### config.mk
export PLATFORM = sky130hd
export DESIGN_NAME = ata_pio_sector_sequencer_core_flat
export DESIGN_NICKNAME = d
export VERILOG_FILES = /design/src/rtl/core/aps_pkg.sv /design/src/rtl/core/aps_if.sv /design/src/rtl/core/ata_pio_sector_sequencer_core.sv /design/src/flat_wrapper.sv
export SDC_FILE = /design/constraint.sdc
export NUM_CORES = 1
export LEC_CHECK = 0
export ABC_AREA = 1
export BUFFER_PORTS_ARGS = -buffer_cell sky130_fd_sc_hd__buf_2
export CAP_MARGIN = 20
export CORE_UTILIZATION = 64
export DETAILED_ROUTE_END_ITERATION = 16
export PLACE_DENSITY = 0.9
export SKIP_CTS_REPAIR_TIMING = 1
export SYNTH_ARGS = -nofsm -noshare
export SYNTH_HDL_FRONTEND = slang
export SYNTH_SLANG_ARGS = --single-unit
### constraint.sdc
create_clock -name clk -period 11.4 [get_ports clk]
set_clock_uncertainty 0.1 [all_clocks]
set_input_delay 1.71 -clock clk [delete_from_list [all_inputs] [get_ports clk]]
set_output_delay 1.71 -clock clk [all_outputs]
set_load 0.03 [all_outputs]
### src/rtl/core/aps_pkg.sv
// ----------------------------------------------------------------------------
// aps_pkg: shared types and constants for the ATA PIO sector sequencer
// Holds the field widths, result kinds, completion codes and the result record
// that the core and its interfaces share.
// ----------------------------------------------------------------------------
package aps_pkg;

	localparam int SECTOR_WORDS = 256;
	localparam int PACKET_BYTES = 2048;
	localparam int SPIN_BITS    = 20;
	localparam int MAX_RESULTS  = 8;

	localparam logic [SPIN_BITS-1:0] SPIN_RESET = SPIN_BITS'(1000000);

	// Request functions.
	localparam logic [1:0] FUNC_REQUEST = 2'd0;
	localparam logic [1:0] FUNC_BUS_RET = 2'd1;
	localparam logic [1:0] FUNC_HOST_WR = 2'd2;

	// Operations.
	localparam logic [1:0] OP_PIO_READ  = 2'd0;
	localparam logic [1:0] OP_PIO_WRITE = 2'd1;
	localparam logic [1:0] OP_PKT_READ  = 2'd2;

	// Result kinds.
	localparam logic [1:0] KIND_BUS  = 2'd0;
	localparam logic [1:0] KIND_RDW  = 2'd1;
	localparam logic [1:0] KIND_WANT = 2'd2;
	localparam logic [1:0] KIND_DONE = 2'd3;

	// Completion codes.
	localparam logic [2:0] DONE_OK       = 3'd0;
	localparam logic [2:0] DONE_BAD_ARGS = 3'd1;
	localparam logic [2:0] DONE_WRONG_DEV = 3'd2;
	localparam logic [2:0] DONE_LBA_RANGE = 3'd3;
	localparam logic [2:0] DONE_BSY_TMO  = 3'd4;
	localparam logic [2:0] DONE_DRQ_FAIL = 3'd5;
	localparam logic [2:0] DONE_RDY_FAIL = 3'd6;
	localparam logic [2:0] DONE_BYTE_CNT = 3'd7;

	// Configuration register indexes.
	localparam logic [1:0] CFG_DRIVE_SLAVE = 2'd0;
	localparam logic [1:0] CFG_SPIN_LIMIT  = 2'd1;
	localparam logic [1:0] CFG_ATAPI       = 2'd2;

	// Task-file register offsets.
	localparam logic [2:0] TF_DATA    = 3'd0;
	localparam logic [2:0] TF_FEATURE = 3'd1;
	localparam logic [2:0] TF_SECCNT  = 3'd2;
	localparam logic [2:0] TF_LBA_LO  = 3'd3;
	localparam logic [2:0] TF_LBA_MID = 3'd4;
	localparam logic [2:0] TF_LBA_HI  = 3'd5;
	localparam logic [2:0] TF_DEVSEL  = 3'd6;
	localparam logic [2:0] TF_CMDSTAT = 3'd7;

	typedef struct packed {
		logic [1:0]  out_kind;
		logic        bus_write;
		logic [2:0]  bus_reg;
		logic [15:0] bus_wdata;
		logic [15:0] host_data;
		logic [2:0]  done_code;
	} res_t;

	function automatic res_t mk_res(logic [1:0] kind, logic wr, logic [2:0] rg,
			logic [15:0] wdata, logic [15:0] hdata, logic [2:0] code);
		res_t r;
		r.out_kind  = kind;
		r.bus_write = wr;
		r.bus_reg   = rg;
		r.bus_wdata = wdata;
		r.host_data = hdata;
		r.done_code = code;
		return r;
	endfunction

endpackage

### src/rtl/core/aps_if.sv
// ----------------------------------------------------------------------------
// aps_if: channel interfaces of the ATA PIO sector sequencer
// Request, result and configuration channels, each with valid and ready.
// ----------------------------------------------------------------------------
interface aps_req_if;
	logic        valid;
	logic        ready;
	logic [1:0]  func;
	logic [1:0]  op;
	logic [47:0] lba;
	logic [15:0] sector_count;
	logic [15:0] bus_data;
	logic [15:0] host_word;
	modport source (output valid, func, op, lba, sector_count, bus_data, host_word,
		input ready);
	modport sink (input valid, func, op, lba, sector_count, bus_data, host_word,
		output ready);
endinterface

interface aps_res_if;
	logic        valid;
	logic        ready;
	logic [1:0]  out_kind;
	logic        bus_write;
	logic [2:0]  bus_reg;
	logic [15:0] bus_wdata;
	logic [15:0] host_data;
	logic [2:0]  done_code;
	logic        out_last;
	modport source (output valid, out_kind, bus_write, bus_reg, bus_wdata, host_data,
		done_code, out_last, input ready);
	modport sink (input valid, out_kind, bus_write, bus_reg, bus_wdata, host_data,
		done_code, out_last, output ready);
endinterface

interface aps_cfg_if;
	logic                      valid;
	logic                      ready;
	logic [1:0]                index;
	logic [aps_pkg::SPIN_BITS-1:0] data;
	modport source (output valid, index, data, input ready);
	modport sink (input valid, index, data, output ready);
endinterface

### src/rtl/core/ata_pio_sector_sequencer_core.sv
// ----------------------------------------------------------------------------
// ata_pio_sector_sequencer_core: host-side ATA task-file sequencer
// Runs PIO sector reads and writes and ATAPI READ(12) packet reads, one bus
// access outstanding at a time, and reports a completion code per request.
// ----------------------------------------------------------------------------
//  channel | dir | carries
//  --------+-----+--------------------------------------------------------
//  req     | in  | func, op, lba, sector_count, bus_data, host_word
//  res     | out | out_kind, bus_write, bus_reg, bus_wdata, host_data,
//          |     | done_code, out_last
//  cfg     | in  | index (0 drive_slave, 1 spin_limit, 2 atapi_present), data
//
// An accepted transaction is decoded in the cycle it is taken: the sequencer
// state is updated and all of its results (up to eight) are written into a
// result buffer. The buffer hands out one result per cycle while the result
// channel is ready. The next request transaction is taken in the cycle the
// last result of the previous one is taken. Asynchronous reset clears the
// sequencer to idle, empties the buffer and loads the register defaults. A
// stalled result channel simply holds the buffer.
module ata_pio_sector_sequencer_core (
	input  logic      clk,
	input  logic      arst_n,
	aps_req_if.sink   req,
	aps_res_if.source res,
	aps_cfg_if.sink   cfg
);

	localparam logic [3:0] PH_IDLE   = 4'd0;
	localparam logic [3:0] PH_BSY    = 4'd1;
	localparam logic [3:0] PH_DRQ    = 4'd2;
	localparam logic [3:0] PH_DRQ2   = 4'd3;
	localparam logic [3:0] PH_CNT_HI = 4'd4;
	localparam logic [3:0] PH_CNT_LO = 4'd5;
	localparam logic [3:0] PH_DATA   = 4'd6;
	localparam logic [3:0] PH_WANT   = 4'd7;
	localparam logic [3:0] PH_READY  = 4'd8;

	localparam int SB = aps_pkg::SPIN_BITS;
	localparam logic [10:0] PKT_WORDS = 11'(aps_pkg::PACKET_BYTES / 2);
	localparam logic [10:0] SEC_WORDS = 11'(aps_pkg::SECTOR_WORDS);
	localparam logic [15:0] PKT_BYTES = 16'(aps_pkg::PACKET_BYTES);

	// Configuration registers.
	logic          drive_slave_q;
	logic [SB-1:0] spin_limit_q;
	logic          atapi_q;

	// Sequencer state.
	logic [3:0]    phase_q;
	logic [SB-1:0] spins_q;
	logic [31:0]   cur_blk_q;
	logic [15:0]   blk_left_q;
	logic [10:0]   widx_q;
	logic [1:0]    aop_q;
	logic [7:0]    chb_q;

	// Result buffer.
	aps_pkg::res_t rbuf_q [aps_pkg::MAX_RESULTS];
	logic [2:0]    rd_q;
	logic [3:0]    rem_q;

	// Next state.
	logic [3:0]    phase_d;
	logic [SB-1:0] spins_d;
	logic [31:0]   cur_blk_d;
	logic [15:0]   blk_left_d;
	logic [10:0]   widx_d;
	logic [1:0]    aop_d;
	logic [7:0]    chb_d;
	aps_pkg::res_t rnew [aps_pkg::MAX_RESULTS];
	logic [3:0]    n;

	logic in_acc;
	logic out_acc;

	assign out_acc   = res.valid && res.ready;
	assign req.ready = (rem_q == 4'd0) || (rem_q == 4'd1 && res.ready);
	assign in_acc    = req.valid && req.ready;
	assign cfg.ready = 1'b1;

	// Decode of one transaction. Waits and completions always come last in a
	// transaction's results, so they are collected as flags and emitted at the end.
	always_comb begin
		logic [7:0]  s;
		logic [10:0] total;
		logic [10:0] w;
		logic [15:0] x;
		logic [7:0]  sel;
		logic        do_wait;
		logic [3:0]  wait_ph;
		logic [2:0]  wait_fail;
		logic        do_fin;
		logic [2:0]  fin_code;
		logic        do_spin;
		logic [2:0]  spin_fail;
		logic        do_next;
		logic [SB-1:0] sp;

		phase_d    = phase_q;
		spins_d    = spins_q;
		cur_blk_d  = cur_blk_q;
		blk_left_d = blk_left_q;
		widx_d     = widx_q;
		aop_d      = aop_q;
		chb_d      = chb_q;
		n          = 4'd0;
		for (int i = 0; i < aps_pkg::MAX_RESULTS; i++) begin
			rnew[i] = '0;
		end
		s         = req.bus_data[7:0];
		total     = (aop_q == aps_pkg::OP_PKT_READ) ? PKT_WORDS : SEC_WORDS;
		w         = widx_q + 11'd1;
		x         = {chb_q, s};
		sel       = {3'b000, drive_slave_q, 4'h0};
		do_wait   = 1'b0;
		wait_ph   = PH_IDLE;
		wait_fail = aps_pkg::DONE_OK;
		do_fin    = 1'b0;
		fin_code  = aps_pkg::DONE_OK;
		do_spin   = 1'b0;
		spin_fail = aps_pkg::DONE_OK;
		do_next   = 1'b0;
		sp        = spins_q - SB'(1);

		if (in_acc) begin
			unique case (req.func)
				aps_pkg::FUNC_REQUEST: begin
					if (phase_q == PH_IDLE) begin
						if (req.sector_count == 16'd0 || req.op > aps_pkg::OP_PKT_READ) begin
							do_fin = 1'b1; fin_code = aps_pkg::DONE_BAD_ARGS;
						end else if ((req.op == aps_pkg::OP_PKT_READ) != atapi_q) begin
							do_fin = 1'b1; fin_code = aps_pkg::DONE_WRONG_DEV;
						end else if ((req.op == aps_pkg::OP_PKT_READ) ? (req.lba[47:32] != 16'd0)
								: (req.lba[47:28] != 20'd0)) begin
							do_fin = 1'b1; fin_code = aps_pkg::DONE_LBA_RANGE;
						end else begin
							aop_d      = req.op;
							cur_blk_d  = req.lba[31:0];
							blk_left_d = req.sector_count;
							widx_d     = 11'd0;
							do_wait = 1'b1; wait_ph = PH_BSY; wait_fail = aps_pkg::DONE_BSY_TMO;
						end
					end
				end
				aps_pkg::FUNC_BUS_RET: begin
					unique case (phase_q)
						PH_BSY: begin
							if (!s[7]) begin
								// Program the task file for the current block.
								if (aop_q == aps_pkg::OP_PKT_READ) begin
									rnew[0] = aps_pkg::mk_res(aps_pkg::KIND_BUS, 1'b1,
										aps_pkg::TF_DEVSEL, {8'h00, 8'hA0 | sel}, '0, '0);
									rnew[1] = aps_pkg::mk_res(aps_pkg::KIND_BUS, 1'b1,
										aps_pkg::TF_FEATURE, '0, '0, '0);
									rnew[2] = aps_pkg::mk_res(aps_pkg::KIND_BUS, 1'b1,
										aps_pkg::TF_LBA_MID, {8'h00, PKT_BYTES[7:0]}, '0, '0);
									rnew[3] = aps_pkg::mk_res(aps_pkg::KIND_BUS, 1'b1,
										aps_pkg::TF_LBA_HI, {8'h00, PKT_BYTES[15:8]}, '0, '0);
									rnew[4] = aps_pkg::mk_res(aps_pkg::KIND_BUS, 1'b1,
										aps_pkg::TF_CMDSTAT, 16'h00A0, '0, '0);
									n = 4'd5;
								end else begin
									rnew[0] = aps_pkg::mk_res(aps_pkg::KIND_BUS, 1'b1,
										aps_pkg::TF_DEVSEL,
										{8'h00, 8'hE0 | sel | {4'h0, cur_blk_q[27:24]}}, '0, '0);
									rnew[1] = aps_pkg::mk_res(aps_pkg::KIND_BUS, 1'b1,
										aps_pkg::TF_FEATURE, '0, '0, '0);
									rnew[2] = aps_pkg::mk_res(aps_pkg::KIND_BUS, 1'b1,
										aps_pkg::TF_SECCNT, 16'd1, '0, '0);
									rnew[3] = aps_pkg::mk_res(aps_pkg::KIND_BUS, 1'b1,
										aps_pkg::TF_LBA_LO, {8'h00, cur_blk_q[7:0]}, '0, '0);
									rnew[4] = aps_pkg::mk_res(aps_pkg::KIND_BUS, 1'b1,
										aps_pkg::TF_LBA_MID, {8'h00, cur_blk_q[15:8]}, '0, '0);
									rnew[5] = aps_pkg::mk_res(aps_pkg::KIND_BUS, 1'b1,
										aps_pkg::TF_LBA_HI, {8'h00, cur_blk_q[23:16]}, '0, '0);
									rnew[6] = aps_pkg::mk_res(aps_pkg::KIND_BUS, 1'b1,
										aps_pkg::TF_CMDSTAT,
										(aop_q == aps_pkg::OP_PIO_WRITE) ? 16'h0030 : 16'h0020,
										'0, '0);
									n = 4'd7;
								end
								do_wait = 1'b1; wait_ph = PH_DRQ; wait_fail = aps_pkg::DONE_DRQ_FAIL;
							end else begin
								do_spin = 1'b1; spin_fail = aps_pkg::DONE_BSY_TMO;
							end
						end
						PH_DRQ, PH_DRQ2: begin
							if (s[0] || s[5]) begin
								do_fin = 1'b1; fin_code = aps_pkg::DONE_DRQ_FAIL;
							end else if (!s[7] && s[3]) begin
								widx_d = 11'd0;
								if (phase_q == PH_DRQ2) begin
									phase_d = PH_CNT_HI;
									rnew[0] = aps_pkg::mk_res(aps_pkg::KIND_BUS, 1'b0,
										aps_pkg::TF_LBA_HI, '0, '0, '0);
									n = 4'd1;
								end else if (aop_q == aps_pkg::OP_PKT_READ) begin
									// READ(12) command packet, six words.
									rnew[0] = aps_pkg::mk_res(aps_pkg::KIND_BUS, 1'b1,
										aps_pkg::TF_DATA, 16'h00A8, '0, '0);
									rnew[1] = aps_pkg::mk_res(aps_pkg::KIND_BUS, 1'b1,
										aps_pkg::TF_DATA, {cur_blk_q[23:16], cur_blk_q[31:24]},
										'0, '0);
									rnew[2] = aps_pkg::mk_res(aps_pkg::KIND_BUS, 1'b1,
										aps_pkg::TF_DATA, {cur_blk_q[7:0], cur_blk_q[15:8]},
										'0, '0);
									rnew[3] = aps_pkg::mk_res(aps_pkg::KIND_BUS, 1'b1,
										aps_pkg::TF_DATA, '0, '0, '0);
									rnew[4] = aps_pkg::mk_res(aps_pkg::KIND_BUS, 1'b1,
										aps_pkg::TF_DATA, 16'h0100, '0, '0);
									rnew[5] = aps_pkg::mk_res(aps_pkg::KIND_BUS, 1'b1,
										aps_pkg::TF_DATA, '0, '0, '0);
									n = 4'd6;
									do_wait = 1'b1; wait_ph = PH_DRQ2;
									wait_fail = aps_pkg::DONE_DRQ_FAIL;
								end else if (aop_q == aps_pkg::OP_PIO_WRITE) begin
									phase_d = PH_WANT;
									rnew[0] = aps_pkg::mk_res(aps_pkg::KIND_WANT, 1'b0, '0, '0,
										'0, '0);
									n = 4'd1;
								end else begin
									phase_d = PH_DATA;
									rnew[0] = aps_pkg::mk_res(aps_pkg::KIND_BUS, 1'b0,
										aps_pkg::TF_DATA, '0, '0, '0);
									n = 4'd1;
								end
							end else begin
								do_spin = 1'b1; spin_fail = aps_pkg::DONE_DRQ_FAIL;
							end
						end
						PH_CNT_HI: begin
							chb_d   = s;
							phase_d = PH_CNT_LO;
							rnew[0] = aps_pkg::mk_res(aps_pkg::KIND_BUS, 1'b0,
								aps_pkg::TF_LBA_MID, '0, '0, '0);
							n = 4'd1;
						end
						PH_CNT_LO: begin
							// A zero byte count stands for a full packet.
							if (x != 16'd0 && x != PKT_BYTES) begin
								do_fin = 1'b1; fin_code = aps_pkg::DONE_BYTE_CNT;
							end else begin
								phase_d = PH_DATA;
								rnew[0] = aps_pkg::mk_res(aps_pkg::KIND_BUS, 1'b0,
									aps_pkg::TF_DATA, '0, '0, '0);
								n = 4'd1;
							end
						end
						PH_DATA: begin
							rnew[0] = aps_pkg::mk_res(aps_pkg::KIND_RDW, 1'b0, '0, '0,
								req.bus_data, '0);
							n = 4'd1;
							widx_d = w;
							if (w < total) begin
								rnew[1] = aps_pkg::mk_res(aps_pkg::KIND_BUS, 1'b0,
									aps_pkg::TF_DATA, '0, '0, '0);
								n = 4'd2;
							end else if (aop_q == aps_pkg::OP_PIO_READ) begin
								do_next = 1'b1;
							end else begin
								do_wait = 1'b1; wait_ph = PH_READY;
								wait_fail = aps_pkg::DONE_RDY_FAIL;
							end
						end
						PH_READY: begin
							if (s[0] || s[5]) begin
								do_fin = 1'b1; fin_code = aps_pkg::DONE_RDY_FAIL;
							end else if (!s[7]) begin
								do_next = 1'b1;
							end else begin
								do_spin = 1'b1; spin_fail = aps_pkg::DONE_RDY_FAIL;
							end
						end
						default: begin
						end
					endcase
				end
				aps_pkg::FUNC_HOST_WR: begin
					if (phase_q == PH_WANT) begin
						rnew[0] = aps_pkg::mk_res(aps_pkg::KIND_BUS, 1'b1, aps_pkg::TF_DATA,
							req.host_word, '0, '0);
						n = 4'd1;
						widx_d = w;
						if (w < SEC_WORDS) begin
							rnew[1] = aps_pkg::mk_res(aps_pkg::KIND_WANT, 1'b0, '0, '0, '0, '0);
							n = 4'd2;
						end else begin
							do_wait = 1'b1; wait_ph = PH_READY; wait_fail = aps_pkg::DONE_RDY_FAIL;
						end
					end
				end
				default: begin
				end
			endcase
		end

		// Advance to the next block, or complete when none is left.
		if (do_next) begin
			blk_left_d = blk_left_q - 16'd1;
			cur_blk_d  = cur_blk_q + 32'd1;
			if (blk_left_q == 16'd1) begin
				do_fin = 1'b1; fin_code = aps_pkg::DONE_OK;
			end else begin
				do_wait = 1'b1; wait_ph = PH_BSY; wait_fail = aps_pkg::DONE_BSY_TMO;
			end
		end

		// Another status read, or a timeout once the spin budget is used up.
		if (do_spin) begin
			spins_d = sp;
			if (sp == '0) begin
				do_fin = 1'b1; fin_code = spin_fail;
			end else begin
				rnew[n[2:0]] = aps_pkg::mk_res(aps_pkg::KIND_BUS, 1'b0, aps_pkg::TF_CMDSTAT,
					'0, '0, '0);
				n = n + 4'd1;
			end
		end

		// Start a status wait; a zero spin limit fails it without a read.
		if (do_wait) begin
			if (spin_limit_q == '0) begin
				do_fin = 1'b1; fin_code = wait_fail;
			end else begin
				spins_d = spin_limit_q;
				phase_d = wait_ph;
				rnew[n[2:0]] = aps_pkg::mk_res(aps_pkg::KIND_BUS, 1'b0, aps_pkg::TF_CMDSTAT,
					'0, '0, '0);
				n = n + 4'd1;
			end
		end

		if (do_fin) begin
			phase_d = PH_IDLE;
			rnew[n[2:0]] = aps_pkg::mk_res(aps_pkg::KIND_DONE, 1'b0, '0, '0, '0, fin_code);
			n = n + 4'd1;
		end
	end

	always_ff @(posedge clk or negedge arst_n) begin
		if (!arst_n) begin
			drive_slave_q <= 1'b0;
			spin_limit_q  <= aps_pkg::SPIN_RESET;
			atapi_q       <= 1'b0;
		end else if (cfg.valid && cfg.ready) begin
			unique case (cfg.index)
				aps_pkg::CFG_DRIVE_SLAVE: drive_slave_q <= cfg.data[0];
				aps_pkg::CFG_SPIN_LIMIT:  spin_limit_q  <= cfg.data;
				aps_pkg::CFG_ATAPI:       atapi_q       <= cfg.data[0];
				default: begin
				end
			endcase
		end
	end

	always_ff @(posedge clk or negedge arst_n) begin
		if (!arst_n) begin
			phase_q    <= PH_IDLE;
			spins_q    <= '0;
			cur_blk_q  <= '0;
			blk_left_q <= '0;
			widx_q     <= '0;
			aop_q      <= '0;
			chb_q      <= '0;
		end else if (in_acc) begin
			phase_q    <= phase_d;
			spins_q    <= spins_d;
			cur_blk_q  <= cur_blk_d;
			blk_left_q <= blk_left_d;
			widx_q     <= widx_d;
			aop_q      <= aop_d;
			chb_q      <= chb_d;
		end
	end

	always_ff @(posedge clk or negedge arst_n) begin
		if (!arst_n) begin
			rd_q  <= '0;
			rem_q <= '0;
		end else if (in_acc) begin
			rd_q  <= '0;
			rem_q <= n;
		end else if (out_acc) begin
			rd_q  <= rd_q + 3'd1;
			rem_q <= rem_q - 4'd1;
		end
	end

	always_ff @(posedge clk) begin
		if (in_acc) begin
			for (int i = 0; i < aps_pkg::MAX_RESULTS; i++) begin
				rbuf_q[i] <= rnew[i];
			end
		end
	end

	assign res.valid     = (rem_q != 4'd0);
	assign res.out_kind  = rbuf_q[rd_q].out_kind;
	assign res.bus_write = rbuf_q[rd_q].bus_write;
	assign res.bus_reg   = rbuf_q[rd_q].bus_reg;
	assign res.bus_wdata = rbuf_q[rd_q].bus_wdata;
	assign res.host_data = rbuf_q[rd_q].host_data;
	assign res.done_code = rbuf_q[rd_q].done_code;
	assign res.out_last  = (rem_q == 4'd1);

endmodule

### src/flat_wrapper.sv
// flat-port wrapper written by rule: the top's interface ports become plain ports
module ata_pio_sector_sequencer_core_flat 
  (clk, arst_n, req_valid, req_func, req_op, req_lba, req_sector_count, req_bus_data, req_host_word, req_ready, res_valid, res_out_kind, res_bus_write, res_bus_reg, res_bus_wdata, res_host_data, res_done_code, res_out_last, res_ready, cfg_valid, cfg_index, cfg_data, cfg_ready);
  aps_req_if req_i ();
  aps_res_if res_i ();
  aps_cfg_if cfg_i ();
  input  logic clk;
  input  logic arst_n;
  input wire logic [$bits(req_i.valid)-1:0] req_valid;
  input wire logic [$bits(req_i.func)-1:0] req_func;
  input wire logic [$bits(req_i.op)-1:0] req_op;
  input wire logic [$bits(req_i.lba)-1:0] req_lba;
  input wire logic [$bits(req_i.sector_count)-1:0] req_sector_count;
  input wire logic [$bits(req_i.bus_data)-1:0] req_bus_data;
  input wire logic [$bits(req_i.host_word)-1:0] req_host_word;
  output wire logic [$bits(req_i.ready)-1:0] req_ready;
  output wire logic [$bits(res_i.valid)-1:0] res_valid;
  output wire logic [$bits(res_i.out_kind)-1:0] res_out_kind;
  output wire logic [$bits(res_i.bus_write)-1:0] res_bus_write;
  output wire logic [$bits(res_i.bus_reg)-1:0] res_bus_reg;
  output wire logic [$bits(res_i.bus_wdata)-1:0] res_bus_wdata;
  output wire logic [$bits(res_i.host_data)-1:0] res_host_data;
  output wire logic [$bits(res_i.done_code)-1:0] res_done_code;
  output wire logic [$bits(res_i.out_last)-1:0] res_out_last;
  input wire logic [$bits(res_i.ready)-1:0] res_ready;
  input wire logic [$bits(cfg_i.valid)-1:0] cfg_valid;
  input wire logic [$bits(cfg_i.index)-1:0] cfg_index;
  input wire logic [$bits(cfg_i.data)-1:0] cfg_data;
  output wire logic [$bits(cfg_i.ready)-1:0] cfg_ready;
  assign req_i.valid = req_valid;
  assign req_i.func = req_func;
  assign req_i.op = req_op;
  assign req_i.lba = req_lba;
  assign req_i.sector_count = req_sector_count;
  assign req_i.bus_data = req_bus_data;
  assign req_i.host_word = req_host_word;
  assign req_ready = req_i.ready;
  assign res_valid = res_i.valid;
  assign res_out_kind = res_i.out_kind;
  assign res_bus_write = res_i.bus_write;
  assign res_bus_reg = res_i.bus_reg;
  assign res_bus_wdata = res_i.bus_wdata;
  assign res_host_data = res_i.host_data;
  assign res_done_code = res_i.done_code;
  assign res_out_last = res_i.out_last;
  assign res_i.ready = res_ready;
  assign cfg_i.valid = cfg_valid;
  assign cfg_i.index = cfg_index;
  assign cfg_i.data = cfg_data;
  assign cfg_ready = cfg_i.ready;
  ata_pio_sector_sequencer_core u_core (.clk(clk), .arst_n(arst_n), .req(req_i), .res(res_i), .cfg(cfg_i));
endmodule
==> metrics.log, run 1 <==
INFO  metric initial_core_util = 0.661
INFO  metric viasPerCell = 5.95
INFO  metric critical_path.endpoint_type = flip-flop
INFO  metric track_usage = 0.360
INFO  metric asyncSetResetFlopFracSynth = 0.450
INFO  metric register_area = 0.00748 mm²
INFO  metric timing.critical_path.max_delay_family = simple AND/OR/NAND/NOR gates
INFO  metric leakage = 7.84 nW
INFO  metric fp.coreArea = 0.0229 mm²
INFO  metric layout.cells.most_common_list = nand2_1, nor2_1, inv_1
INFO  metric drt.antenna.violating_nets = 0
INFO  metric detailedRoute.firstPassIterationCount = 6
INFO  metric finalMaxSlewViolations = 0
INFO  metric netlist-cell-type-count = 61
INFO  metric tritoncts_num_sinks = 269
INFO  metric core.rowCount = 55
INFO  metric timing.critical_path.slowest_stage_cell = buf_12
INFO  metric ioPinCount = 172
INFO  metric cts_inserted_buffers = 29
INFO  metric synth_area = 0.0152 mm²
INFO  metric route.final.wire_length = 43100 µm
INFO  metric htreeDepth = 1
INFO  metric worstSetupPathType = input pin to flip-flop
INFO  metric maxSlewHeadroom = 0.228
INFO  metric sequential_cell_area_fraction_in_the_yosys_report = 0.494
INFO  metric slew_at_the_pin_with_the_worst_max_slew_slack = 1.15 ns
INFO  metric share_of_the_cycle_needed_by_the_critical_path_after_routing = 0.516
INFO  metric post-dp-hpwl = 30300 µm
INFO  metric data_arrival_at_the_endpoint_of_the_critical_path = 6.07 ns
INFO  metric grt_antenna_before_repair = 2
INFO  metric ys_seq_elements = 269
INFO  metric setup_viol = 0
INFO  metric yosys_warnings = 0
INFO  metric timing.critical_path.from_type = input pin
INFO  metric grt.overflow.total = 0
INFO  metric io_buffers = 170
INFO  metric dr_total_vias = 13831
INFO  metric gp_congestion = 0.941
INFO  metric path_cells = buf_2 -> nand2_2 -> a21oi_4 -> buf_12 -> inv_1 -> nor2_2 -> nand2_1 -> nor2_1 -> a21oi_1 -> inv_1 -> ha_1 -> nand3_2 -> nand2_1 -> ha_1 -> inv_1 -> nand2_4 -> nand2_4 -> inv_2 -> nor2_4 -> nand2_2 -> nand3b_1 -> nor2_1
INFO  metric wire_length_of_the_first_global_routing_pass = 68000 µm
INFO  metric hp-start = u_core.chb_q[7]$_DFFE_PN0P_
INFO  metric grt_start_max_net_pins = 172
INFO  metric clockBufferDepth = 3
INFO  metric cts-root-buf = clkbuf_16
INFO  metric holdCritPathClass = flip-flop to flip-flop
INFO  metric mostFrequentLayoutCell = nand2_1
INFO  metric pwr_density_cell = 192 mW/mm²
INFO  metric syn_avg_cell_area = 8.29 µm²
INFO  metric critPathRequiredTime = 11.59 ns
INFO  metric max-cap-violations = 0
INFO  metric multiInputGateArea = 0.00673 mm²
INFO  metric pre_cts_ws = 5.01 ns
INFO  metric final.min_clock_period = 5.88 ns
INFO  metric synthTopCellsByArea = edfxtp_1, dfrtp_1, nand2_1
INFO  metric syn_to_final_growth = 13.5%
INFO  metric crit-reg2reg-launch = u_core.rem_q[1]$_DFFE_PN0P_
INFO  metric total_count_of_hold_check_failures_in_the_final_report = 0
INFO  metric floorplan.die_area = 0.0243 mm²
INFO  metric clk_transition_reported_paths = 0.06 ns
INFO  metric synth_area_leader_cell = edfxtp_1
INFO  metric fmax = 170 MHz
INFO  metric count_of_buffer_and_inverter_cells_on_the_critical_path = 6
INFO  metric die_w = 156 µm
INFO  metric outcome = complete, no violations
INFO  metric cp_slowest_stage_delay = 0.63 ns
INFO  metric detail_route.wl_per_cell = 18.5 µm
INFO  metric synth_top_area_frac = 0.293
INFO  metric die_height = 156 µm
INFO  metric drt_iter0_drc = 1774
INFO  metric layout.nets = 2136
INFO  metric postLayoutSetupSlackWorst = 5.52 ns
INFO  metric synth_ff_type = edfxtp_1
INFO  metric setup_total_negative_slack = 0 ns
INFO  metric ir_drop = 0.000241 V
INFO  metric first_global_vias = 13098
INFO  metric critical_path_fanout_max = 171
INFO  metric critical-path-top-cell-by-count = inv_1
INFO  metric cts_tree = yes
INFO  metric fraction_of_layout_cells_with_a_size_suffix_above_1 = 0.158
INFO  metric detail_route.drc_violations = 0
INFO  metric critPathLaunch = res_ready
INFO  metric synth-edff-count = 148
INFO  metric clock_latency = 0.55 ns
INFO  metric fillers = 1691
INFO  metric setup_repair_after_global_routing_missed_its_margin = false
INFO  metric postSynthCellCount = 1827
-- routing by layer --
layer  track usage  vias to the layer above  part of all wire
met5             0                        -           0.00030
li1              -                     6428                 -
met1         0.474                     6479              0.40
met2         0.588                      803              0.47
met3        0.0856                      119             0.099
met4         0.119                        2             0.032
-- through the flow --
| step | power [mW] | hold slack (ns) | cell area [µm²] | instances | utilization |
|---|---|---|---|---|---|
| 5_1_grt | 3.45 | 0.411 | 17200 | 2325 | 0.750 |
| 4_1_cts | 3.29 | 0.382 | 17200 | 2325 | 0.750 |
| 6_report | 3.30 | 0.377 | 17200 | 2326 | 0.750 |
| 3_5_place_dp | 2.36 | 0.368 | 16300 | 2272 | 0.709 |
| 3_3_place_gp | 2.33 | 0.365 | 16300 | 2272 | 0.709 |
| 2_1_floorplan | 2.03 | 0.345 | 15200 | 1844 | - |
-- logic make-up after synthesis --
group / count (synthesis) / synth area share
buffers and inverters: 254 / 0.0663
xor gates and xnor gates: 45 / 0.0260
DFF: 269 / 0.494
muxes: 16 / 0.0119
and+or+nand+nor: 891 / 0.259
AOI/OAI and AO/OA: 331 / 0.127
adders and majority gates: 19 / 0.0157
other: 2 / 0.000496
-- worst register-to-register path, delay by kind of cell, from the launching register on --
kind | cells | cell delay [ns]
compound gates | 2 | 0.26
fa+ha+maj | 3 | 0.73
buf+inv | 6 | 1.58
flops | 1 | 0.36
simple gates | 13 | 2.30
-- report_power, final --
part | internal, mW | switching (mW)
Sequential | 1.15 | 0.0774
Clock | 0.552 | 0.381
Combinational | 0.331 | 0.808
Total | 2.03 | 1.27
-- flip-flops by register name, summed over array words and instances, names as in the netlist --
register,cells
u_core.atapi_q,1
u_core.rbuf_q,148
u_core.chb_q,7
u_core.spins_q,20
u_core.spin_limit_q,20
u_core.blk_left_q,16
u_core.widx_q,11
u_core.drive_slave_q,1
u_core.rem_q,4
u_core.aop_q,2
u_core.rd_q,3
u_core.phase_q,4
u_core.cur_blk_q,32
-- area by class of cell --
| class | instances | area share |
|---|---|---|
| Sequential cell | 269 | 0.435 |
| Tap cell | 313 | 0.0228 |
| Clock buffer | 43 | 0.0464 |
| Inverter | 190 | 0.0415 |
| Timing Repair Buffer | 179 | 0.0543 |
| Multi-Input combinational cell | 1321 | 0.392 |
| Antenna cell | 1 | 0.000146 |
| Clock inverter | 10 | 0.00801 |
-- Yosys cell counts (8+ instances only) --
library cell and n:
clkbuf_1 56, nand3_1 78, xor2_1 37, inv_1 174, nand2_1 351, a21oi_1 73, o21a_1 8, nor4_1 13
o221ai_1 12, nand2_2 15, o22ai_1 26, ha_1 19, edfxtp_1 148, dfrtp_1 114, xnor2_1 8, inv_2 13
nor3_1 40, mux2_2 16, nand4_1 23, nor2_1 321, nor2_4 14, o21ai_0 159, o211ai_1 13
-- final timing paths --
| path | end | slack, ns | depth (start not counted) |
|---|---|---|---|
| worst max register to register | u_core.rbuf_q[0][24]$_DFFE_PP_ | 5.82 | 24 |
| min in group asynchronous | u_core.spin_limit_q[4]$_DFFE_PN0P_ | 1.08 | 1 |
| worst max-delay path | u_core.rbuf_q[0][24]$_DFFE_PP_ | 5.52 | 22 |
| worst min-delay path | u_core.chb_q[7]$_DFFE_PN0P_ | 0.38 | 2 |
| worst min register to register | u_core.chb_q[7]$_DFFE_PN0P_ | 0.38 | 2 |
| max in group asynchronous | u_core.widx_q[8]$_DFFE_PN0P_ | 8.73 | 2 |
(Power assumes the default switching activity.)
==> inputs of run 2 (changes only) <==
--- a/config.mk
+++ b/config.mk
@@ -5,12 +5,12 @@
 export SDC_FILE = /design/constraint.sdc
 export NUM_CORES = 1
 export LEC_CHECK = 0
-export ABC_AREA = 1
+export ABC_AREA = 0
 export BUFFER_PORTS_ARGS = -buffer_cell sky130_fd_sc_hd__buf_2
 export CAP_MARGIN = 20
-export CORE_UTILIZATION = 64
+export CORE_UTILIZATION = 53
 export DETAILED_ROUTE_END_ITERATION = 16
-export PLACE_DENSITY = 0.9
+export PLACE_DENSITY = 0.8
 export SKIP_CTS_REPAIR_TIMING = 1
 export SYNTH_ARGS = -nofsm -noshare
 export SYNTH_HDL_FRONTEND = slang
==> constraint.sdc (replaced) <==
create_clock -name clk -period 4.8 [get_ports clk]
set_clock_uncertainty 0.1 [all_clocks]
set_input_delay 0.72 -clock clk [delete_from_list [all_inputs] [get_ports clk]]
set_output_delay 0.72 -clock clk [all_outputs]
set_load 0.03 [all_outputs]
==> metrics.log, run 2 <==
INFO  metric die_w = 168 µm
INFO  metric io_buffers = 170
INFO  metric tritoncts_num_sinks = 269
INFO  metric pwr_density_cell = 411 mW/mm²
INFO  metric data_arrival_at_the_endpoint_of_the_critical_path = 4.71 ns
INFO  metric share_of_the_cycle_needed_by_the_critical_path_after_routing = 0.937
INFO  metric htreeDepth = 1
INFO  metric postSynthCellCount = 1413
INFO  metric cts_inserted_buffers = 27
INFO  metric critPathRequiredTime = 5.01 ns
INFO  metric fp.coreArea = 0.0270 mm²
INFO  metric cp_num_cells = 15
INFO  metric syn_avg_cell_area = 10.3 µm²
INFO  metric worstSetupPathType = flip-flop to flip-flop
INFO  metric synth_area_leader_cell = edfxtp_1
INFO  metric ys_top_cells_by_count = nor2_1, edfxtp_1, dfrtp_1
INFO  metric drt_iter0_drc = 1272
INFO  metric cp_slowest_stage_delay = 0.42 ns
INFO  metric reg.largest.list = u_core.rbuf_q: 148 flops, u_core.cur_blk_q: 32 flops
INFO  metric yosys_warnings = 0
INFO  metric netlist-cell-type-count = 92
INFO  metric setup_total_negative_slack = 0 ns
INFO  metric total_count_of_hold_check_failures_in_the_final_report = 0
INFO  metric layout.cells.most_common_list = buf_2, nor2_1, edfxtp_1
INFO  metric final.min_clock_period = 4.50 ns
INFO  metric critical_path.endpoint_type = flip-flop
INFO  metric floorplan.die_area = 0.0281 mm²
INFO  metric grt_start_max_net_pins = 122
INFO  metric die_height = 168 µm
INFO  metric crit-reg2reg-capture = u_core.rbuf_q[1][35]$_DFFE_PP_
INFO  metric fmax = 222 MHz
INFO  metric timing.critical_path.slowest_stage_cell = a221o_1
INFO  metric ys_seq_elements = 269
INFO  metric viasPerCell = 6.10
INFO  metric initial_core_util = 0.540
INFO  metric place_area = 0.0159 mm²
INFO  metric pre_cts_ws = 0.264 ns
INFO  metric slew_at_the_pin_with_the_worst_max_slew_slack = 1.00 ns
INFO  metric count_of_buffer_and_inverter_cells_on_the_critical_path = 1
INFO  metric yosys.cell_count.top_type = nor2_1
INFO  metric route.final.wire_length = 38500 µm
INFO  metric max_flop_register = u_core.rbuf_q
INFO  metric core.rowCount = 60
INFO  metric largest_register_ff_count = 148
INFO  metric min_hold_slack = 0.172 ns
INFO  metric detail_route.wl_per_cell = 19.8 µm
INFO  metric critical-path-top-cell-by-count = ha_1
INFO  metric drt.antenna.violating_nets = 0
INFO  metric detail_route.drc_violations = 0
INFO  metric fillers = 2141
INFO  metric postLayoutSetupSlackWorst = 0.302 ns
INFO  metric sequential_cell_area_fraction_in_the_yosys_report = 0.514
INFO  metric path_cells = ha_1 -> nand4_1 -> or2_1 -> o31a_1 -> a211o_1 -> and2_1 -> a221o_1 -> ha_1 -> a21o_1 -> ha_1 -> inv_1 -> a211oi_2 -> xnor2_2 -> nand3_2 -> a31o_1
INFO  metric wire_length_of_the_first_global_routing_pass = 60700 µm
INFO  metric ioPinCount = 172
INFO  metric track_usage = 0.273
INFO  metric leakage = 6.78 nW
INFO  metric post-dp-hpwl = 27400 µm
INFO  metric cts-root-buf = clkbuf_16
INFO  metric timing.critical_path.from_type = flip-flop
INFO  metric setup_repair_after_global_routing_missed_its_margin = false
INFO  metric mostFrequentLayoutCell = buf_2
INFO  metric setup_viol = 0
INFO  metric holdCritPathClass = input pin to async pin
INFO  metric first_global_vias = 11444
INFO  metric register_area = 0.00748 mm²
INFO  metric synth_top_area_frac = 0.305
INFO  metric clk_transition_reported_paths = 0.06 ns
INFO  metric maxSlewHeadroom = 0.333
INFO  metric antenna-diode-count = 0
INFO  metric multiInputGateArea = 0.00669 mm²
INFO  metric cts_tree = yes
INFO  metric clock_latency = 0.56 ns
INFO  metric critPathLaunch = u_core.widx_q[0]$_DFFE_PN0P_
INFO  metric fraction_of_layout_cells_with_a_size_suffix_above_1 = 0.222
INFO  metric synth-edff-count = 148
INFO  metric timing.critical_path.max_delay_family = compound AO/OA/AOI/OAI gates
INFO  metric asyncSetResetFlopFracSynth = 0.450
INFO  metric outcome = complete, no violations
INFO  metric ff2ff_path_depth = 15
INFO  metric synth_ff_type = edfxtp_1
INFO  metric post-route-cell-area = 0.0168 mm²
INFO  metric synthTopCellsByArea = edfxtp_1, dfrtp_1, nor2_1
INFO  metric finalMaxSlewViolations = 0
INFO  metric max-cap-violations = 0
INFO  metric grt_antenna_before_repair = 2
INFO  metric worstSetupEndpoint = u_core.rbuf_q[1][35]$_DFFE_PP_
INFO  metric clockBufferDepth = 3
INFO  metric r2r_slack = 0.30 ns
INFO  metric syn_to_final_growth = 15.6%
INFO  metric gp_congestion = 0.947
INFO  metric synth_area = 0.0146 mm²
INFO  metric crit-reg2reg-launch = u_core.widx_q[0]$_DFFE_PN0P_
INFO  metric layout.nets = 1732
INFO  metric grt.overflow.total = 0
INFO  metric dr_total_vias = 11875
INFO  metric ir_drop = 0.000246 V
INFO  metric detailedRoute.firstPassIterationCount = 6
INFO  metric critical_path_fanout_max = 6
## run 2: layer usage
layer	part of all wire	track usage	wire length, µm
met1	0.43	0.380	16400
met2	0.47	0.450	18100
met3	0.079	0.0371	3040
met4	0.025	0.0754	977
met5	0.00039	0	15
## run 2: through the flow
stage | total power [mW] | utilization | instances
2_1_floorplan | 4.18 | - | 1430
3_3_place_gp | 4.72 | 0.589 | 1897
3_5_place_dp | 4.77 | 0.589 | 1897
4_1_cts | 6.93 | 0.623 | 1947
5_1_grt | 7.19 | 0.624 | 1948
6_report | 6.92 | 0.624 | 1948
## run 2: final cells by class
cell class,instances,area share
clock inverters,14,0.00967
multi-input cells,1042,0.397
repair buffers,207,0.0687
flip-flops and latches,269,0.445
clock buffers,36,0.0451
well taps,341,0.0254
inverters,39,0.00900
## run 2: cell families (layout without fill, tap and decap cells)
logic type,Yosys count,in the layout,share of synthesized area
xor gates and xnor gates,12,12,0.00903
other,2,19,0.000516
DFF,269,269,0.514
adders and majority gates,19,19,0.0163
buffers and inverters,119,296,0.0325
muxes,79,79,0.0723
and+or+nand+nor,626,626,0.225
AOI/OAI and AO/OA,287,287,0.130
## run 2: worst min path at each step
stage	startpoint	to	slack, ns	cells after the start
after floorplan	arst_n	u_core.aop_q[0]$_DFFE_PN0P_	0.32	0
after global placement	u_core.chb_q[6]$_DFFE_PN0P_	u_core.chb_q[6]$_DFFE_PN0P_	0.38	1
after detailed placement	u_core.blk_left_q[14]$_DFFE_PN0P_	u_core.blk_left_q[14]$_DFFE_PN0P_	0.39	2
after CTS	arst_n	u_core.spin_limit_q[3]$_DFFE_PN0P_	0.20	2
after global routing	arst_n	u_core.rem_q[0]$_DFFE_PN0P_	0.22	2
final	arst_n	u_core.spin_limit_q[2]$_DFFE_PN0P_	0.17	2
## run 2: where the power goes
| group | total [mW] | switching, mW | internal, mW |
|---|---|---|---|
| logic | 1.87 | 1.19 | 0.681 |
| clock network | 2.18 | 0.901 | 1.28 |
| registers | 2.87 | 0.186 | 2.68 |
## run 2: worst register-to-register path, cell delays in order (launching register included)
cell and delay (ns):
dfrtp_1 0.40, ha_1 0.24, nand4_1 0.22, or2_1 0.34
o31a_1 0.31, a211o_1 0.32, and2_1 0.23, a221o_1 0.42
ha_1 0.30, a21o_1 0.24, ha_1 0.19, inv_1 0.05
a211oi_2 0.25, xnor2_2 0.21, nand3_2 0.18, a31o_1 0.26
==> inputs of run 3 (changes only) <==
==> constraint.sdc (replaced) <==
create_clock -name clk -period 4.1 [get_ports clk]
set_clock_uncertainty 0.1 [all_clocks]
set_input_delay 0.615 -clock clk [delete_from_list [all_inputs] [get_ports clk]]
set_output_delay 0.615 -clock clk [all_outputs]
set_load 0.03 [all_outputs]
==> metrics.log, run 3 (same netlist as run 2, synthesis figures left out) <==
INFO  metric floorplan.die_area = 0.0281 mm²
INFO  metric ff2ff_path_depth = 16
INFO  metric multiInputGateArea = 0.00676 mm²
INFO  metric clock_latency = 0.57 ns
INFO  metric ir_drop = 0.000293 V
INFO  metric fp.coreArea = 0.0270 mm²
INFO  metric viasPerCell = 6.10
INFO  metric core.rowCount = 60
INFO  metric detailedRoute.firstPassIterationCount = 5
INFO  metric max_flop_register = u_core.rbuf_q
INFO  metric grt.overflow.total = 0
INFO  metric r2r_slack = 0.12 ns
INFO  metric htreeDepth = 1
INFO  metric finalCoreUtilization = 0.639
INFO  metric cts_inserted_buffers = 28
INFO  metric grt_start_max_net_pins = 93
INFO  metric ioPinCount = 172
INFO  metric syn_to_final_growth = 18.3%
INFO  metric grt_antenna_before_repair = 1
INFO  metric clockBufferDepth = 3
INFO  metric dr_total_vias = 12131
INFO  metric fmax = 251 MHz
INFO  metric place_area = 0.0161 mm²
INFO  metric critical_path.endpoint_type = flip-flop
INFO  metric die_height = 168 µm
INFO  metric reg.largest.list = u_core.rbuf_q: 148 flops, u_core.cur_blk_q: 32 flops
INFO  metric fillers = 2092
INFO  metric io_buffers = 170
INFO  metric largest_register_ff_count = 148
INFO  metric total_count_of_hold_check_failures_in_the_final_report = 0
INFO  metric critPathRequiredTime = 4.38 ns
INFO  metric track_usage = 0.276
INFO  metric layout.nets = 1771
INFO  metric post-dp-hpwl = 28100 µm
INFO  metric crit-reg2reg-capture = u_core.rbuf_q[6][2]$_SDFFCE_PN0P_
INFO  metric crit-reg2reg-launch = u_core.widx_q[0]$_DFFE_PN0P_
INFO  metric antenna-diode-count = 0
INFO  metric min_hold_slack = 0.00401 ns
INFO  metric fraction_of_layout_cells_with_a_size_suffix_above_1 = 0.248
INFO  metric cts-root-buf = clkbuf_16
INFO  metric post-route-cell-area = 0.0172 mm²
INFO  metric slew_at_the_pin_with_the_worst_max_slew_slack = 1.00 ns
INFO  metric drt_iter0_drc = 1348
INFO  metric route.final.wire_length = 39300 µm
INFO  metric outcome = complete, no violations
INFO  metric first_global_vias = 11620
INFO  metric detail_route.wl_per_cell = 19.8 µm
INFO  metric data_arrival_at_the_endpoint_of_the_critical_path = 4.25 ns
INFO  metric finalMaxSlewViolations = 0
INFO  metric holdCritPathClass = input pin to async pin
INFO  metric mostFrequentLayoutCell = buf_2
INFO  metric timing.critical_path.from_type = flip-flop
INFO  metric initial_core_util = 0.540
INFO  metric worstSetupPathType = flip-flop to flip-flop
INFO  metric maxSlewHeadroom = 0.333
INFO  metric gp_congestion = 0.922
INFO  metric die_w = 168 µm
INFO  metric max-cap-violations = 0
INFO  metric share_of_the_cycle_needed_by_the_critical_path_after_routing = 0.970
INFO  metric critical_path_fanout_max = 9
INFO  metric wire_length_of_the_first_global_routing_pass = 61200 µm
INFO  metric cts_tree = yes
INFO  metric pwr_density_cell = 475 mW/mm²
INFO  metric detail_route.drc_violations = 0
INFO  metric leakage = 6.98 nW
INFO  metric drt.antenna.violating_nets = 0
INFO  metric clk_transition_reported_paths = 0.06 ns
INFO  metric setup_viol = 0
INFO  metric layout.cells.most_common_list = buf_2, nor2_1, edfxtp_1
INFO  metric final.min_clock_period = 3.98 ns
INFO  metric register_area = 0.00748 mm²
INFO  metric tritoncts_num_sinks = 269
==> run 3: worst max path at each step <==
stage | startpoint | end | slack (ns) | cells past startpoint
floorplan | req_valid | u_core.rbuf_q[1][35]$_DFFE_PP_ | 0.005 | 16
global placement | u_core.widx_q[0]$_DFFE_PN0P_ | u_core.rem_q[3]$_DFFE_PN0P_ | 0.11 | 16
detailed placement | u_core.widx_q[0]$_DFFE_PN0P_ | u_core.rbuf_q[6][0]$_SDFFCE_PN0P_ | -0.01 | 15
CTS | u_core.widx_q[0]$_DFFE_PN0P_ | u_core.rbuf_q[6][0]$_SDFFCE_PN0P_ | -0.09 | 15
global route | u_core.widx_q[0]$_DFFE_PN0P_ | u_core.rem_q[2]$_DFFE_PN0P_ | -0.07 | 15
finish | u_core.widx_q[0]$_DFFE_PN0P_ | u_core.rbuf_q[6][2]$_SDFFCE_PN0P_ | 0.12 | 16
==> run 3: routing by layer <==
| layer | share of wire | GRT usage |
|---|---|---|
| met5 | 0.00028 | 0 |
| met4 | 0.030 | 0.0941 |
| met3 | 0.078 | 0.0428 |
| met2 | 0.47 | 0.449 |
| met1 | 0.42 | 0.376 |
==> run 3: worst max-delay path, stage by stage, from the launching register on <==
cell and delay [ns]:
dfrtp_1 0.42, ha_4 0.17, nand4_1 0.13, or2_4 0.29, o31a_1 0.30, a211o_1 0.33
and2_4 0.17, a221o_1 0.34, ha_1 0.29, a21o_1 0.15, ha_2 0.19, inv_2 0.04
a211oi_4 0.18, xnor2_2 0.10, buf_4 0.17, nand2b_4 0.18, nor3b_1 0.24
==> run 3: per-stage QoR <==
stage	total power, mW	instances	setup TNS (ns)	setup WS [ns]
global placement	5.55	1926	0	0.109
global route	8.50	1988	-0.197	-0.0687
CTS	8.19	1979	-0.314	-0.0910
floorplan	4.91	1430	0	0.00463
detailed placement	5.62	1927	-0.0123	-0.0123
finish	8.18	1988	0	0.122
==> run 3: area by class of cell <==
class                      count  share of cell area
timing repair buffer         245              0.0840
tap                          341              0.0248
multi-input combinational   1042               0.393
sequential                   269               0.435
inverter                      39             0.00880
clock inverter                21              0.0128
clock buffer                  31              0.0420
==> run 3: report_power, final <==
part	internal [mW]	switching [mW]	leakage [nW]	total, mW
Sequential	3.14	0.266	2.78	3.40
Clock	1.47	1.11	0.450	2.58
Combinational	0.827	1.37	3.75	2.20
Total	5.43	2.75	6.98	8.18
